File: src/design/pidpc_pkg.sv
// pidpc_pkg: widths, register indexes, duty limits and shared types
// for the steering position controller with output clamp. No dependencies.
package pidpc_pkg;

   localparam int POS_W   = 10;
   localparam int GAIN_W  = 16;
   localparam int ERR_W   = POS_W + 1;
   localparam int DELTA_W = ERR_W + 1;
   localparam int SUM_W   = 32;
   localparam int DUTY_W  = 8;
   localparam int IDX_W   = 2;

   localparam int PROD_P_W = GAIN_W + ERR_W;
   localparam int PROD_I_W = GAIN_W + SUM_W;
   localparam int PROD_D_W = GAIN_W + DELTA_W;
   localparam int CMD_W    = PROD_I_W + 1;

   localparam int DUTY_MIN = 65;
   localparam int DUTY_MAX = 245;

   localparam logic [IDX_W-1:0] REG_GAIN_P = 2'd0;
   localparam logic [IDX_W-1:0] REG_GAIN_I = 2'd1;
   localparam logic [IDX_W-1:0] REG_GAIN_D = 2'd2;

   localparam logic signed [GAIN_W-1:0] GAIN_P_RESET = 16'sd1;
   localparam logic signed [GAIN_W-1:0] GAIN_I_RESET = 16'sd0;
   localparam logic signed [GAIN_W-1:0] GAIN_D_RESET = 16'sd0;

   typedef struct packed {
      logic signed [GAIN_W-1:0] prop;
      logic signed [GAIN_W-1:0] integ;
      logic signed [GAIN_W-1:0] deriv;
   } gains_type;

   typedef struct packed {
      logic signed [PROD_P_W-1:0] prop;
      logic signed [PROD_I_W-1:0] integ;
      logic signed [PROD_D_W-1:0] deriv;
   } prod_type;

endpackage

File: src/design/pidpc_step.sv
// pidpc_step: error, saturating integral, error change and the three gain
// products, held in the product register. Depends on pidpc_pkg.
module pidpc_step (
   input  logic                            clock,
   input  logic                            reset,
   input  logic                            in_valid,
   output logic                            in_stall,
   input  logic [pidpc_pkg::POS_W-1:0]     in_setpoint,
   input  logic [pidpc_pkg::POS_W-1:0]     in_measured,
   input  pidpc_pkg::gains_type            gains,
   output logic                            prod_valid,
   input  logic                            prod_stall,
   output pidpc_pkg::prod_type             prod
);
   import pidpc_pkg::*;

   logic                      valid_ff, valid_in;
   prod_type                  prod_ff, prod_in;
   logic signed [SUM_W-1:0]   error_sum_ff, error_sum_in;
   logic signed [ERR_W-1:0]   last_error_ff;
   logic signed [ERR_W-1:0]   err;
   logic signed [DELTA_W-1:0] delta;
   logic signed [SUM_W:0]     sum_wide;
   logic                      take;

   assign in_stall = valid_ff && prod_stall;
   assign take     = in_valid && !in_stall;

   always_comb begin
      err      = $signed({1'b0, in_measured}) - $signed({1'b0, in_setpoint});
      delta    = DELTA_W'(err) - DELTA_W'(last_error_ff);
      sum_wide = (SUM_W + 1)'(error_sum_ff) + (SUM_W + 1)'(err);
      // saturate when the two top bits disagree
      if (sum_wide[SUM_W] != sum_wide[SUM_W-1]) begin
         error_sum_in = sum_wide[SUM_W] ? {1'b1, {(SUM_W-1){1'b0}}}
                                        : {1'b0, {(SUM_W-1){1'b1}}};
      end else begin
         error_sum_in = sum_wide[SUM_W-1:0];
      end
      prod_in.prop  = PROD_P_W'(gains.prop) * PROD_P_W'(err);
      prod_in.integ = PROD_I_W'(gains.integ) * PROD_I_W'(error_sum_in);
      prod_in.deriv = PROD_D_W'(gains.deriv) * PROD_D_W'(delta);
      valid_in      = in_stall ? valid_ff : in_valid;
   end

   always_ff @(posedge clock) begin
      if (reset) begin
         valid_ff      <= 1'b0;
         error_sum_ff  <= '0;
         last_error_ff <= '0;
      end else begin
         valid_ff <= valid_in;
         if (take) begin
            error_sum_ff  <= error_sum_in;
            last_error_ff <= err;
         end
      end
      if (take) begin
         prod_ff <= prod_in;
      end
   end

   assign prod_valid = valid_ff;
   assign prod       = prod_ff;

   // a non-negative error never lowers the integral
   assert property (@(posedge clock) disable iff (reset)
      (take && !err[ERR_W-1]) |=> (error_sum_ff >= $past(error_sum_ff)))
      else $error("integral fell on a non-negative error");

   // the held error is the one of the last item taken
   assert property (@(posedge clock) disable iff (reset)
      take |=> (last_error_ff == $past(err)))
      else $error("last error not updated");

endmodule

File: src/design/pidpc_clamp.sv
// pidpc_clamp: sums the three products, clamps to the duty range and holds
// the result register. Depends on pidpc_pkg.
module pidpc_clamp (
   input  logic                         clock,
   input  logic                         reset,
   input  logic                         prod_valid,
   output logic                         prod_stall,
   input  pidpc_pkg::prod_type          prod,
   output logic                         out_valid,
   input  logic                         out_stall,
   output logic [pidpc_pkg::DUTY_W-1:0] out_duty
);
   import pidpc_pkg::*;

   logic                    valid_ff, valid_in;
   logic [DUTY_W-1:0]       duty_ff, duty_in;
   logic signed [CMD_W-1:0] cmd;
   logic                    take;

   assign prod_stall = valid_ff && out_stall;
   assign take       = prod_valid && !prod_stall;

   always_comb begin
      cmd = CMD_W'(prod.prop) + CMD_W'(prod.integ) + CMD_W'(prod.deriv);
      if (cmd < CMD_W'(DUTY_MIN)) begin
         duty_in = DUTY_W'(DUTY_MIN);
      end else if (cmd > CMD_W'(DUTY_MAX)) begin
         duty_in = DUTY_W'(DUTY_MAX);
      end else begin
         duty_in = cmd[DUTY_W-1:0];
      end
      valid_in = prod_stall ? valid_ff : prod_valid;
   end

   always_ff @(posedge clock) begin
      if (reset) begin
         valid_ff <= 1'b0;
      end else begin
         valid_ff <= valid_in;
      end
      if (take) begin
         duty_ff <= duty_in;
      end
   end

   assign out_valid = valid_ff;
   assign out_duty  = duty_ff;

   // the duty always sits inside the clamp window
   assert property (@(posedge clock) disable iff (reset)
      valid_ff |-> (duty_ff >= DUTY_W'(DUTY_MIN) && duty_ff <= DUTY_W'(DUTY_MAX)))
      else $error("duty outside clamp window");

endmodule

File: src/design/pid_position_with_clamp.sv
// pid_position_with_clamp: top level of the steering position controller.
// Holds the gain registers and the input register; uses pidpc_pkg,
// pidpc_step and pidpc_clamp.
//
// Each item on the req_ channel is one control step: a setpoint and a
// measured position. Exactly one item leaves on the rsp_ channel for each
// one taken: the PWM duty, clamped to 65..245. An item moves on a rising
// edge with valid high and stall low.
// The pipeline has three registers: input, gain products, result. An item
// passes through them in that order before it shows on rsp_. One item is
// taken every cycle while rsp_stall does not hold the pipeline back; the
// rate is set by the single pass through the products register, with the
// integral and last error updated as each item enters it.
// When rsp_stall is held, the result holds and the pipeline fills; req_stall
// rises once all three registers hold items and falls with rsp_stall.
// Reset clears the integral, the last error and all valid bits, and sets
// the gains to proportional 1, integral 0, derivative 0. Gains are written
// on the csr_ port by index; a write to an unused index does nothing. The
// user must write gains only with no item in flight; the block does not check.
module pid_position_with_clamp (
   input  logic                                clock,
   input  logic                                reset,
   input  logic                                req_valid,
   output logic                                req_stall,
   input  logic [pidpc_pkg::POS_W-1:0]         req_setpoint,
   input  logic [pidpc_pkg::POS_W-1:0]         req_measured_position,
   output logic                                rsp_valid,
   input  logic                                rsp_stall,
   output logic [pidpc_pkg::DUTY_W-1:0]        rsp_drive_duty,
   input  logic                                csr_write_enable,
   input  logic [pidpc_pkg::IDX_W-1:0]         csr_index,
   input  logic [pidpc_pkg::GAIN_W-1:0]        csr_write_data
);
   import pidpc_pkg::*;

   gains_type         gains_ff;
   logic              in_valid_ff;
   logic [POS_W-1:0]  setpoint_ff;
   logic [POS_W-1:0]  measured_ff;
   logic              step_stall;
   logic              prod_valid;
   logic              prod_stall;
   prod_type          prod;

   assign req_stall = in_valid_ff && step_stall;

   always_ff @(posedge clock) begin
      if (reset) begin
         gains_ff.prop  <= GAIN_P_RESET;
         gains_ff.integ <= GAIN_I_RESET;
         gains_ff.deriv <= GAIN_D_RESET;
      end else if (csr_write_enable) begin
         case (csr_index)
            REG_GAIN_P: gains_ff.prop  <= $signed(csr_write_data);
            REG_GAIN_I: gains_ff.integ <= $signed(csr_write_data);
            REG_GAIN_D: gains_ff.deriv <= $signed(csr_write_data);
            default: begin
            end
         endcase
      end
   end

   always_ff @(posedge clock) begin
      if (reset) begin
         in_valid_ff <= 1'b0;
      end else if (!req_stall) begin
         in_valid_ff <= req_valid;
      end
      if (req_valid && !req_stall) begin
         setpoint_ff <= req_setpoint;
         measured_ff <= req_measured_position;
      end
   end

   pidpc_step u_step (
      .clock       (clock),
      .reset       (reset),
      .in_valid    (in_valid_ff),
      .in_stall    (step_stall),
      .in_setpoint (setpoint_ff),
      .in_measured (measured_ff),
      .gains       (gains_ff),
      .prod_valid  (prod_valid),
      .prod_stall  (prod_stall),
      .prod        (prod)
   );

   pidpc_clamp u_clamp (
      .clock      (clock),
      .reset      (reset),
      .prod_valid (prod_valid),
      .prod_stall (prod_stall),
      .prod       (prod),
      .out_valid  (rsp_valid),
      .out_stall  (rsp_stall),
      .out_duty   (rsp_drive_duty)
   );

   // gains come out of reset at their defaults
   assert property (@(posedge clock)
      reset |=> (gains_ff.prop == GAIN_P_RESET && gains_ff.integ == GAIN_I_RESET
                 && gains_ff.deriv == GAIN_D_RESET))
      else $error("gains not at reset values");

   // input stalls only while the whole pipeline is full and blocked
   assert property (@(posedge clock) disable iff (reset)
      req_stall |-> (in_valid_ff && prod_valid && rsp_valid && rsp_stall))
      else $error("input stalled with room in the pipeline");

endmodule
File: config.mk
export PLATFORM = sky130hd
export DESIGN_NAME = pid_position_with_clamp
export DESIGN_NICKNAME = d
export VERILOG_FILES = /design/src/design/pidpc_pkg.sv /design/src/design/pidpc_step.sv /design/src/design/pidpc_clamp.sv /design/src/design/pid_position_with_clamp.sv
export SDC_FILE = /design/constraint.sdc
export NUM_CORES = 2
export LEC_CHECK = 0
export BUFFER_PORTS_ARGS = -buffer_cell sky130_fd_sc_hd__buf_4
export CORE_AREA = 2 2 300 524
export DETAILED_ROUTE_END_ITERATION = 10
export DIE_AREA = 0 0 302 526
export GPL_TIMING_DRIVEN = 0
export PLACE_DENSITY = 0.44
export SYNTH_ARGS = -nofsm -noshare
export SYNTH_HDL_FRONTEND = slang
export SYNTH_HIERARCHICAL = 1
export SYNTH_SLANG_ARGS = --single-unit
File: constraint.sdc
create_clock -name clock -period 25 [get_ports clock]
set_input_delay 5 -clock clock [delete_from_list [all_inputs] [get_ports clock]]
set_output_delay 5 -clock clock [all_outputs]
set_load 0.01 [all_outputs]
Yosys cells after proc, flatten, opt, wreduce, memory -nomap -nowiden. Cells that the tools add are included.

Eq/ne operators: 3. $lt $le $gt $ge: 2. Multiply operators: 3. Add/sub/neg operators: 5. Reductions and logical operators: 14. Bitwise gates (word level): 0. Shift-type cells: 0. Divide/modulo/power cells: 0. Multiplexer cells: 3.

Operator list (number): 32-bit two-way mux (2); 27-bit by 48-bit adder with 49-bit output (1); 49-bit by 28-bit adder with 49-bit output (1); 49-bit by 9-bit > comparator with 1-bit output (second input constant) (1); 49-bit by 8-bit < comparator with 1-bit output (second input constant) (1); 16-bit by 32-bit multiplier with 48-bit output (1); 32-bit by 11-bit adder with 33-bit output (1); 16-bit by 12-bit multiplier with 28-bit output (1); 16-bit by 11-bit multiplier with 27-bit output (1); 11-bit by 11-bit subtractor with 12-bit output (1); 10-bit by 10-bit subtractor with 11-bit output (1); 8-bit two-way mux (1); 1-bit logical AND (6); 2-bit AND reduction (3); 1-bit logical NOT (3); 2-bit by 1-bit == test with 1-bit output (second input constant) (1); 2-bit == test (second input constant) (1); 2-bit logical NOT (1); 2-bit OR reduction (1); 1-bit inequality test (1).

Logic and storage cells: 45. ROM bits: 0. Bits in registers: 225. Bits in latches: 0. Memory bits (writable): 0. Memories kept: 0.

Depth between registers and ports, before layout.
Depth in word-level cells: 5. Mapped depth: 51.

Modules after synthesis. Netlist, hierarchy kept.

Modules (own cells, without submodules): pidpc_step (area an instance 38471.9 um2, cells an instance 4166, instances 1, seq. area each 3973.8 um2); pidpc_clamp (area an instance 5054.8 um2, cells an instance 647, instances 1, seq. area each 260.2 um2); pid_position_with_clamp (area an instance 2588.7 um2, cells an instance 203, instances 1, seq. area each 1581.5 um2).

Least setup slack after synthesis. No wires, ideal clock.

Path kind: flip-flop to flip-flop. From: register measured_ff[0]. To: register u_step.prod_ff (netlist bit u_step/prod[74]), data pin. Arrival time: 11.188 ns. Cell stages (with the launch flop): 48. Clock period less this slack: 11.448 ns. Slack: 13.552 ns. Data required time: 24.741 ns. Setup time: 0.259 ns. Cell sequence: edfxtp_1 > inv_1 > ha_1 > inv_1 > fa_1 > a21o_1 > a21oi_1 > o21ai_0 > a21oi_1 > o21bai_1 > a21oi_1 > o21bai_1 > a21oi_1 > clkbuf_1 > ha_1 > and4_4 > and2_4 > a22o_1 > [... 12 more ...] > fa_1 > inv_1 > fa_1 > fa_1 > inv_1 > fa_1 > inv_1 > ha_1 > a211oi_1 > o21ai_0 > a31oi_1 > o21ai_1 > and3_1 > nor4_1 > nor2_1 > a221oi_1 > o21ai_0 > xnor2_1.

RTL lines: start: declaration (RTL line pid_position_with_clamp.sv:39) `logic [POS_W-1:0] measured_ff;`; start signal: assignment (RTL line pid_position_with_clamp.sv:71) `measured_ff <= req_measured_position;`; end signal: assignment (RTL line pidpc_step.sv:59) `prod_ff <= prod_in;`; end: declaration (RTL line pidpc_step.sv:18) `prod_type prod_ff, prod_in;`.

==> flow_metrics.env <==
export IMPL_outcome="finished clean"
export IMPL_crit_path_end="u_step/prod[72]"
export IMPL_grt_usage_pct=21.4
export IMPL_ctsResizeCount=0
export IMPL_clkPwrFrac_pct=6.4
export IMPL_p_int_mw=2.48
export IMPL_crit_buf_inv=10
export IMPL_yosysWarnings=6
export IMPL_reg2regPathDepth=48
export IMPL_fin_crit_sh_pct=55.1
export IMPL_port_buffers=52
export IMPL_start_util_pct=29.8
export IMPL_cts_setup_buffers=0
export IMPL_grt_overflow=0
export IMPL_p_leak_nw=22.9
export IMPL_fin_hold_ws_ps=454
export IMPL_synthArstFlopShare_pct=0
export IMPL_critical_path_top_delay_family="compound AO/OA/AOI/OAI gates"
export IMPL_dp_hpwl_um=142000
export IMPL_ios=53
export IMPL_wl_per_cell_um=22.9
export IMPL_synthXorXnorAreaFrac_pct=3.15
export IMPL_required_ps=25380
export IMPL_synth_distinct_cells=103
export IMPL_routed_wl_um=164000
export IMPL_setup_viol=0
export IMPL_filler_cell_count=16322
export IMPL_syn_mean_instance_area_sq_um=9.19
export IMPL_drc=0
export IMPL_fmax_mhz=72.7
export IMPL_hp_class="reg2reg"
export IMPL_grt_max_degree=63
export IMPL_p_per_area_mw_per_mm2=124
export IMPL_crit_fanout=20
export IMPL_ys_ff_latch=225
export IMPL_area_growth_pct=8.75
export IMPL_end_kind="register"
export IMPL_drt_iter0_markers=1544
export IMPL_grt_pass1_wl_um=249000
export IMPL_design_die_area_sq_mm=0.159
export IMPL_slew_headroom_pct=11.9
export IMPL_p_switching_mw=3.72
export IMPL_synth_area_leaders="fa_1, ha_1, edfxtp_1, inv_1, nand2_1"
export IMPL_peakVddDrop_mv=0.102
export IMPL_r2r_end="u_step/prod[72]"
export IMPL_gp_congestion=0.932
export IMPL_critPathLaunch="measured_ff[0]"
export IMPL_clock_sinks=225
export IMPL_cts_clk_slew_worst_paths_ps=70
export IMPL_synthCells=5016
export IMPL_synth_simple_area_share_pct=16.7
export IMPL_rows=191
export IMPL_worst_pin_slew_ps=1310
export IMPL_pwr_share_comb_pct=83.4
export IMPL_synthMuxAreaShare_pct=1.34
export IMPL_power_share_switching_pct=60.0
export IMPL_clock_skew_ps=35.2
export IMPL_layout_min_cycle_time_ps=13760
export IMPL_syn_cell_area_sq_mm=0.0461
export IMPL_via_per_inst=4.86
export IMPL_clock_latency_ps=620
export IMPL_hold_viol=0
export IMPL_cts_hold_buf=0
export IMPL_ys_flop_type="edfxtp_1"
export IMPL_drive_gt1_share_pct=5.09
export IMPL_rsz0062_at_grt="false"
export IMPL_critical_path_slowest_cell="a21oi_1"
export IMPL_drv_slew=0
export IMPL_synth_adder_area_share_pct=47.1
export IMPL_seqPwrFrac_pct=10.2
export IMPL_nNetsFinal=6356
export IMPL_antenna_found_initial=7
export IMPL_htreeDepth=1
export IMPL_fin_tns_setup_ps=0
export IMPL_dr_pass1_iters=6
export IMPL_startpoint_type="register"
export IMPL_worst_path_stages=48
export IMPL_cp_arrival_ps=14140
export IMPL_syn_nets=6267
export IMPL_cts_root_buf="clkbuf_16"
export IMPL_cp_slowest_stage_delay_ps=700
export IMPL_die_h_um=526
export IMPL_ant_nets=0
export IMPL_core_sq_mm=0.155
export IMPL_reg2reg_slack_ps=11240
export IMPL_ys_seq_area_share_pct=12.6
export IMPL_cts_tree="done"
export IMPL_synth_edf_count=131
export IMPL_synth_area_leader_cell="fa_1"
export IMPL_yosysTopAreaCellShare_pct=38.1
export IMPL_synth_compound_area_share_pct=9.17
export IMPL_clock_path_buffers=3
export IMPL_cts_buffers=26
export IMPL_synth_top_family_by_area="adder cells"
export IMPL_die_w_um=302
export IMPL_drv_cap=0
export IMPL_grt_pass1_vias=39197
export IMPL_path_class="reg2reg"
export IMPL_timing_rr_start="measured_ff[0]"
export IMPL_vias=34778
placed cells by master, fill, tap and decap left out, types with 22 or more instances in the layout:
cell and instances:
inv_1 980, fa_1 878, nand2_1 554, ha_1 330
and2_1 327, nor2_1 253, a21oi_1 168, nand2b_1 154
edfxtp_1 131, clkbuf_1 122, o21ai_0 119, xnor2_1 113
dfxtp_1 94, buf_4 59, nor2b_1 56, mux2i_1 55
buf_2 53, a21o_1 51, xor2_1 49, o21a_1 42
nand3_1 41, nand4_1 35, nor3_1 33, clkbuf_16 26
a211oi_1 24, o211ai_1 22, o21ai_1 22
worst min path at each step:
| stage | startpoint | endpoint | slack [ps] | cells past startpoint |
|---|---|---|---|---|
| 6_report | u_step/last_error_ff[10] | u_step/last_error_ff[10] | 450 | 2 |
| 5_1_grt | u_step/last_error_ff[5] | u_step/last_error_ff[5] | 480 | 2 |
| 4_1_cts | u_step/last_error_ff[6] | u_step/last_error_ff[6] | 460 | 2 |
| 3_5_place_dp | u_step/last_error_ff[6] | u_step/last_error_ff[6] | 450 | 2 |
| 3_3_place_gp | u_step/last_error_ff[6] | u_step/last_error_ff[6] | 440 | 2 |
| 2_1_floorplan | u_step/error_sum_ff[0] | u_step/error_sum_ff[0] | 430 | 2 |
power by group through the flow:
stage / sequential (mW) / combinational [mW] / clock [mW]
floorplan: 0.616 / 3.32 / 0
global route: 0.647 / 5.67 / 0.422
detailed placement: 0.646 / 5.17 / 0
CTS: 0.640 / 5.22 / 0.413
global placement: 0.655 / 5.15 / 0
finish: 0.635 / 5.17 / 0.396
routing by layer:
| metal | track usage (%) | part of all wire (%) | up-vias |
|---|---|---|---|
| met5 | 0 | 0 | - |
| met4 | 17.9 | 10 | 0 |
| met3 | 1.27 | 2.2 | 378 |
| met2 | 42.0 | 56 | 740 |
| met1 | 19.8 | 31 | 17833 |
| li1 | - | - | 15827 |
cells by family after synthesis:
family,after synthesis
buf+inv,1177
xor+xnor,166
mux,61
flops,225
simple gates,1548
compound gates,631
fa+ha+maj,1208
per-stage QoR:
step / utilization [%] / instance area [sq um] / cells / total power, mW / setup slack, ps
finish: 32.4 / 50100 / 7158 / 6.20 / 11240
global route: 32.4 / 50100 / 7157 / 6.74 / 10210
CTS: 32.4 / 50100 / 7150 / 6.27 / 11040
detailed placement: 31.9 / 49300 / 7103 / 5.82 / 11150
global placement: 31.7 / 49000 / 7094 / 5.81 / 9890
floorplan: - / 46100 / 5016 / 3.93 / 13550
worst register-to-register path, delay by kind of cell (launching register included):
kind,cells,cell delay [ps]
AOI/OAI and AO/OA,20,5200
DFF,1,360
buffers and inverters,10,1530
and+or+nand+nor,7,1840
xor gates and xnor gates,1,300
adders and majority gates,10,4290
flip-flops by register name, indices dropped and copies added, names as in the netlist:
register	cells
u_step/last_error_ff	11
u_step/prod_valid	1
u_clamp/out_duty	8
u_step/error_sum_ff	32
u_clamp/out_valid	1
setpoint_ff	10
in_valid_ff	1
u_step/prod	103
gains_ff	48
measured_ff	10
cell usage after synthesis, types with 8 or more instances:
cell,count
inv_1,980
fa_1,878
nand2_1,554
ha_1,330
and2_1,327
nor2_1,253
a21oi_1,168
nand2b_1,154
edfxtp_1,131
clkbuf_1,121
o21ai_0,119
xnor2_1,115
dfxtp_1,94
nor2b_1,58
mux2i_1,55
buf_2,53
a21o_1,51
xor2_1,51
o21a_1,42
nand3_1,41
nand4_1,35
nor3_1,33
a211oi_1,24
o211ai_1,22
o21ai_1,22
a31oi_1,18
and3_1,18
o21bai_1,15
buf_6,13
nor4_1,13
a21boi_0,11
a21oi_2,11
or3_1,11
a41oi_1,8
and4_1,8
final cells by class:
cell class | instances | area (sq um) | share of cell area, %
multi-input combinational | 3614 | 35800 | 71.3
sequential | 225 | 5820 | 11.6
antenna | 8 | 20.0 | 0.0399
timing repair buffer | 61 | 563 | 1.12
tap | 2026 | 2530 | 5.05
clock inverter | 17 | 171 | 0.342
buffer | 196 | 932 | 1.86
inverter | 981 | 3680 | 7.34
clock buffer | 30 | 676 | 1.35
Note: power is estimated with default switching activity, not from simulation.
